`src/rtl/core/bb3_pkg.sv`:
```
// bb3_pkg.sv: shared widths, codes and control structs of the box blur block.
// No dependencies; first compiled file of rtl/core.
`default_nettype none

package bb3_pkg;

    localparam int CH_W      = 8;                 // one color channel
    localparam int PIX_W     = 3 * CH_W;          // packed {red, green, blue}
    localparam int CFG_W     = 11;                // register data width
    localparam int CFG_IDX_W = 1;                 // two registers
    localparam int SUM_W     = 12;                // up to 9 * 255
    localparam int NUM_W     = SUM_W + 1;         // 2 * sum + count
    localparam int CNT9_W    = 4;                 // neighbor count, 0..9
    localparam int DEN_W     = CNT9_W + 1;        // 2 * count
    localparam int Q_W       = CH_W;              // quotient bits
    localparam int DSH_W     = DEN_W + Q_W - 1;   // divisor aligned to the top quotient bit
    localparam int STEP_W    = $clog2(Q_W + 1);

    localparam logic [CFG_IDX_W-1:0] CFG_FRAME_WIDTH  = 1'd0;
    localparam logic [CFG_IDX_W-1:0] CFG_FRAME_HEIGHT = 1'd1;
    localparam logic [CFG_W-1:0]     CFG_DIM_RESET    = 11'd1024;

    localparam logic MODE_PIXEL = 1'b0;
    localparam logic MODE_DRAIN = 1'b1;

    typedef logic [PIX_W-1:0] t_pix;

    // controller -> datapath
    typedef struct packed {
        logic capture;   // latch input item, read both line stores
        logic shift;     // write line stores, shift window, step position
        logic sum;       // sum window, start dividers
        logic load_out;  // move quotients into the output register
    } t_cmd;

    // datapath -> controller
    typedef struct packed {
        logic item_ok;   // offered item is not ignored
        logic emit;      // current item produces a result
        logic div_done;
        logic out_free;
    } t_stat;

endpackage

`default_nettype wire

```
`src/rtl/core/bb3_ctrl.sv`:
```
// bb3_ctrl.sv: sequencer of the box blur: accept, update, sum, divide, emit.
// Depends on bb3_pkg.
`default_nettype none

module bb3_ctrl (
    input  logic           i_clk,
    input  logic           i_rst_n,
    input  logic           i_in_valid,
    output logic           o_in_ready,
    input  bb3_pkg::t_stat i_stat,
    output bb3_pkg::t_cmd  o_cmd
);
    import bb3_pkg::*;

    localparam logic [1:0] S_IDLE  = 2'd0;
    localparam logic [1:0] S_SHIFT = 2'd1;
    localparam logic [1:0] S_SUM   = 2'd2;
    localparam logic [1:0] S_DIV   = 2'd3;

    logic [1:0] r_state;
    logic [1:0] n_state;

    always_comb begin
        n_state = r_state;
        o_cmd   = '0;
        unique case (r_state)
            S_IDLE: begin
                o_cmd.capture = i_in_valid;
                // ignored items finish in the transfer cycle
                if (i_in_valid && i_stat.item_ok) begin
                    n_state = S_SHIFT;
                end
            end
            S_SHIFT: begin
                o_cmd.shift = 1'b1;
                n_state     = S_SUM;
            end
            S_SUM: begin
                o_cmd.sum = 1'b1;
                n_state   = i_stat.emit ? S_DIV : S_IDLE;
            end
            S_DIV: begin
                if (i_stat.div_done && i_stat.out_free) begin
                    o_cmd.load_out = 1'b1;
                    n_state        = S_IDLE;
                end
            end
        endcase
    end

    always_ff @(posedge i_clk) begin
        if (!i_rst_n) begin
            r_state <= S_IDLE;
        end else begin
            r_state <= n_state;
        end
    end

    assign o_in_ready = (r_state == S_IDLE);

endmodule

`default_nettype wire

```
`config.mk`:
```
export PLATFORM = sky130hd
export DESIGN_NAME = bb3_ctrl
export DESIGN_NICKNAME = d
export VERILOG_FILES = /design/src/rtl/core/bb3_pkg.sv /design/src/rtl/core/bb3_ctrl.sv
export SDC_FILE = /design/constraint.sdc
export NUM_CORES = 1
export LEC_CHECK = 0
export BUFFER_PORTS_ARGS = -buffer_cell sky130_fd_sc_hd__buf_2
export CORE_AREA = 2 2 39 41
export DETAILED_ROUTE_END_ITERATION = 10
export DIE_AREA = 0 0 41 43
export SYNTH_ARGS = -nofsm -noshare
export SYNTH_HDL_FRONTEND = slang
export SYNTH_SLANG_ARGS = --single-unit
```
`constraint.sdc`:
```
create_clock -name i_clk -period 1 [get_ports i_clk]
set_input_delay 0.25 -clock i_clk [delete_from_list [all_inputs] [get_ports i_clk]]
set_output_delay 0.25 -clock i_clk [all_outputs]
set_load 0.02 [all_outputs]
```
* Yosys cells after proc, flatten, opt, wreduce, memory -nomap -nowiden
Cells that the tools add are included.
Operators by class: equal/unequal tests 5, add/sub/neg operators 0, $mul 0, reduce and logical (&&, ||, !) cells 4, shifts and indexed selects 0, muxes and demuxes 9, divide/modulo/power cells 0, magnitude comparators 0, bitwise operators 0
Operators with widths (count):
- one-hot mux 2 bit (4 select lines) | 1
- 2-to-1 mux 2 bit | 3
- 2-to-1 mux 1 bit | 5
- equality test 2 bit, second input constant | 2
- equality test 2 x 1 -> 1 bit, second input constant | 1
- logical AND 1 bit | 2
- zero test 2 bit | 1
- != test 2 x 1 -> 1 bit, second input constant | 1
- != test 2 bit, second input constant | 1
- AND reduction 2 bit | 1
Storage, ports and cells: bits in registers 2, input port bits 7, bits in writable memories 0, output and inout bits 5, bits in latches 0, logic and storage cells 19, memory bits (read-only) 0, memories kept 0

* Logic depth before layout (Yosys ltp)
depth after elaboration 3, gate-level depth with buffers 2, mapped depth without buffers 2

* Worst setup path after synthesis
OpenSTA, ideal clock, no wires.
kind register -> output, start register r_state[1], end output o_cmd[1] (netlist name), arrival time 0.729 ns, cell stages (with the launch flop) 2, data required time 0.750 ns, path buffers 0, path slack 0.021 ns, cell sequence dfxtp_1 -> nor2b_1
RTL lines:
- from (decl) | RTL line bb3_ctrl.sv:20 | logic [1:0] r_state;
- from (signal assigned) | RTL line bb3_ctrl.sv:55 | r_state <= n_state;
- to (decl) | RTL line bb3_ctrl.sv:11 | output bb3_pkg::t_cmd o_cmd

==> impl_metrics.yaml <==
yosys:
  synth_seq_area_share_pct: 33.68
  netlist_area_um2: 118.9
  synth_warnings: 0
  synth_top_area_cell: "dfxtp_1"
  synth_commonest_cells: "2 x dfxtp_1, 2 x o2bb2ai_1"
  synth.area.top_cells: "dfxtp_1 34%, o2bb2ai_1 15%, nor3b_2 11%, and2b_4 8.4%, and4_1 7.4%"
  synth_fp_nets: 19
  synthArstFlopShare_pct: 0
  synth-edff-count: 0
  ys_seq_elements: 2
  synth.distinct_cells: 10
  yosysTopAreaCellShare_pct: 33.68
  postSynthAreaPerCell_um2: 9.905
  syn_inst: 12
  synth_ff_type: "dfxtp_1"
finish:
  largest_register_ff_count: 2
  area.growth.synth_to_final_pct: 131.6
  top_regs: "r_state (2)"
  drive_gt1_share_pct: 75.00
  regMostFlops: "r_state"
  n_antenna_cell: 0
  fin_area_um2: 275.3
  fin_nets: 37
  fin_cells: 44
  utilization_pct: 19.89
global_routing:
  grt_max_degree: 8
  grtUsageTotal_pct: 4.296
  antenna_found_initial: 0
  grt_pass1_wl_um: 524
  first_global_vias: 151
  grt_overflow: 0
sta:
  finalCritPeriodShare_pct: 119.4
  drv_slew: 0
  setup_viol: 5
  setup_slack_ps: -193.7
  period_needed_ps: 1194
  tightest_slew_ps: 267.1
  max_freq_mhz: 837.7
  hold_violations: 0
  tns_ps: -729.5
  clock_skew_ps: 1.853
  relSlewSlack_pct: 82.11
  rsz0062_at_grt: "true"
drt:
  first_pass_iters: 1
  drt_iter0_drc: 0
  route.detailed.drc: 0
  routed_wl_um: 391
  routed.top_layer: "met3"
  dr_wl_met2_um: 213
  met1_length_um: 137
  vias_per_cell: 3.523
  wl_met3_um: 39
  antenna_left: 0
  wl_per_cell_um: 8.886
  num_vias: 155
place:
  preCtsSetupSlack_ps: -50.06
  placed_cells: 39
  place_congestion: 0.5830
  dpl-instance-area_um2: 193.9
  portBuffers: 11
setup_path:
  start_kind: "register"
  cpLargestDelayFamily: "flip-flops"
  reg2reg_setup_slack_ps: 40
  crit_chain: "nor3b_4, buf_6"
  path_class: "reg -> out"
  crit_fanout: 7
  critical_path_required_ps: 750
  cpPeakStageDelay_ps: 360
  crit_path_end_kind: "primary output"
  crit_slowest_cell: "dfxtp_4"
  cp.arrival_ps: 940
  worst-path-buf-inv: 1
power_and_ir_drop:
  p_leak_nw: 0.1264
  power_density_mw_per_mm2: 1309
  vdd_drop_max_v: 0.0003726
die:
  dieArea_mm2: 0.001763
  initial_core_util_pct: 8.590
  die_y_um: 43
  rows: 14
  fp.coreArea_mm2: 0.001384
  die_w_um: 41
  io_pins: 12
run_status:
  violations: "negative setup slack"
  run_status: "complete, but fails checks"
clock_tree:
  cts_hold_buf: 0
  cts-htree-levels: 1
  clockRootBuffer: "clkbuf_4"
  cts_tree: "built"
  clk_path_buf_depth: 2
  cts.sinks: 2
  cts_buffers: 3
  cts.clk_slew.worst_paths_ps: 30
  clk_latency_ps: 220
min_path:
  hold_class: "in -> reg"
run:
  drv_cap: 0
[worst paths after layout]
check             depth (start not counted)          to        from
hold / removal                            2  r_state[1]     i_rst_n
setup / recovery                          2    o_cmd[3]  r_state[0]
setup reg to reg                          4  r_state[0]  r_state[0]
hold reg to reg                           2  r_state[0]  r_state[1]
[cell usage in the layout, fill, tap and decap left out, drive strengths merged]
master / synthesis / final
and2: 1 / 1
nor2b: 1 / 1
o2bb2ai: 2 / 2
nor2: 1 / 1
dfxtp: 2 / 2
and2b: 1 / 1
buf: 0 / 13
and3: 1 / 1
nor3b: 1 / 1
clkbuf: 0 / 3
o211ai: 1 / 1
and4: 1 / 1
[layout make-up]
type | instances | area (um2)
fill | 153 | 1109
tap | 16 | 20.02
sequential | 2 | 47.55
timing repair buffer | 13 | 93.84
clock buffer | 3 | 22.52
multi-input combinational | 10 | 91.34
[kinds of logic after synthesis]
logic type      share of synthesized area [%]
simple gates                            45.27
flops                                   33.69
compound gates                          21.06
[through the flow]
step | hold WS, ps | power [mW]
after floorplan | 366.9 | 0.1290
after global routing | 260.5 | 0.3906
after global placement | 489.8 | 0.1560
final | 259.7 | 0.3604
after CTS | 253.1 | 0.3533
after detailed placement | 489.8 | 0.1570
[repair_timing]
item,in CTS,in global routing
setup buffers,1,1
endpoints found under the setup margin,5,5
gates resized for setup,9,5
pin swaps,2,1
[per-layer routing]
metal  vias to the layer above  GRT usage, %
li1                         80             -
met1                        68         3.797
met2                         7         7.813
met3                         0         3.141
met4                         0             0
met5                         -             0
[report_power, final]
| part | total (mW) | internal [mW] | switching [mW] |
|---|---|---|---|
| clock network | 0.175 | 0.132 | 0.0428 |
| logic | 0.0918 | 0.0540 | 0.0378 |
| registers | 0.0937 | 0.0838 | 0.00986 |
No activity file was read; power rests on OpenSTA's default activity.
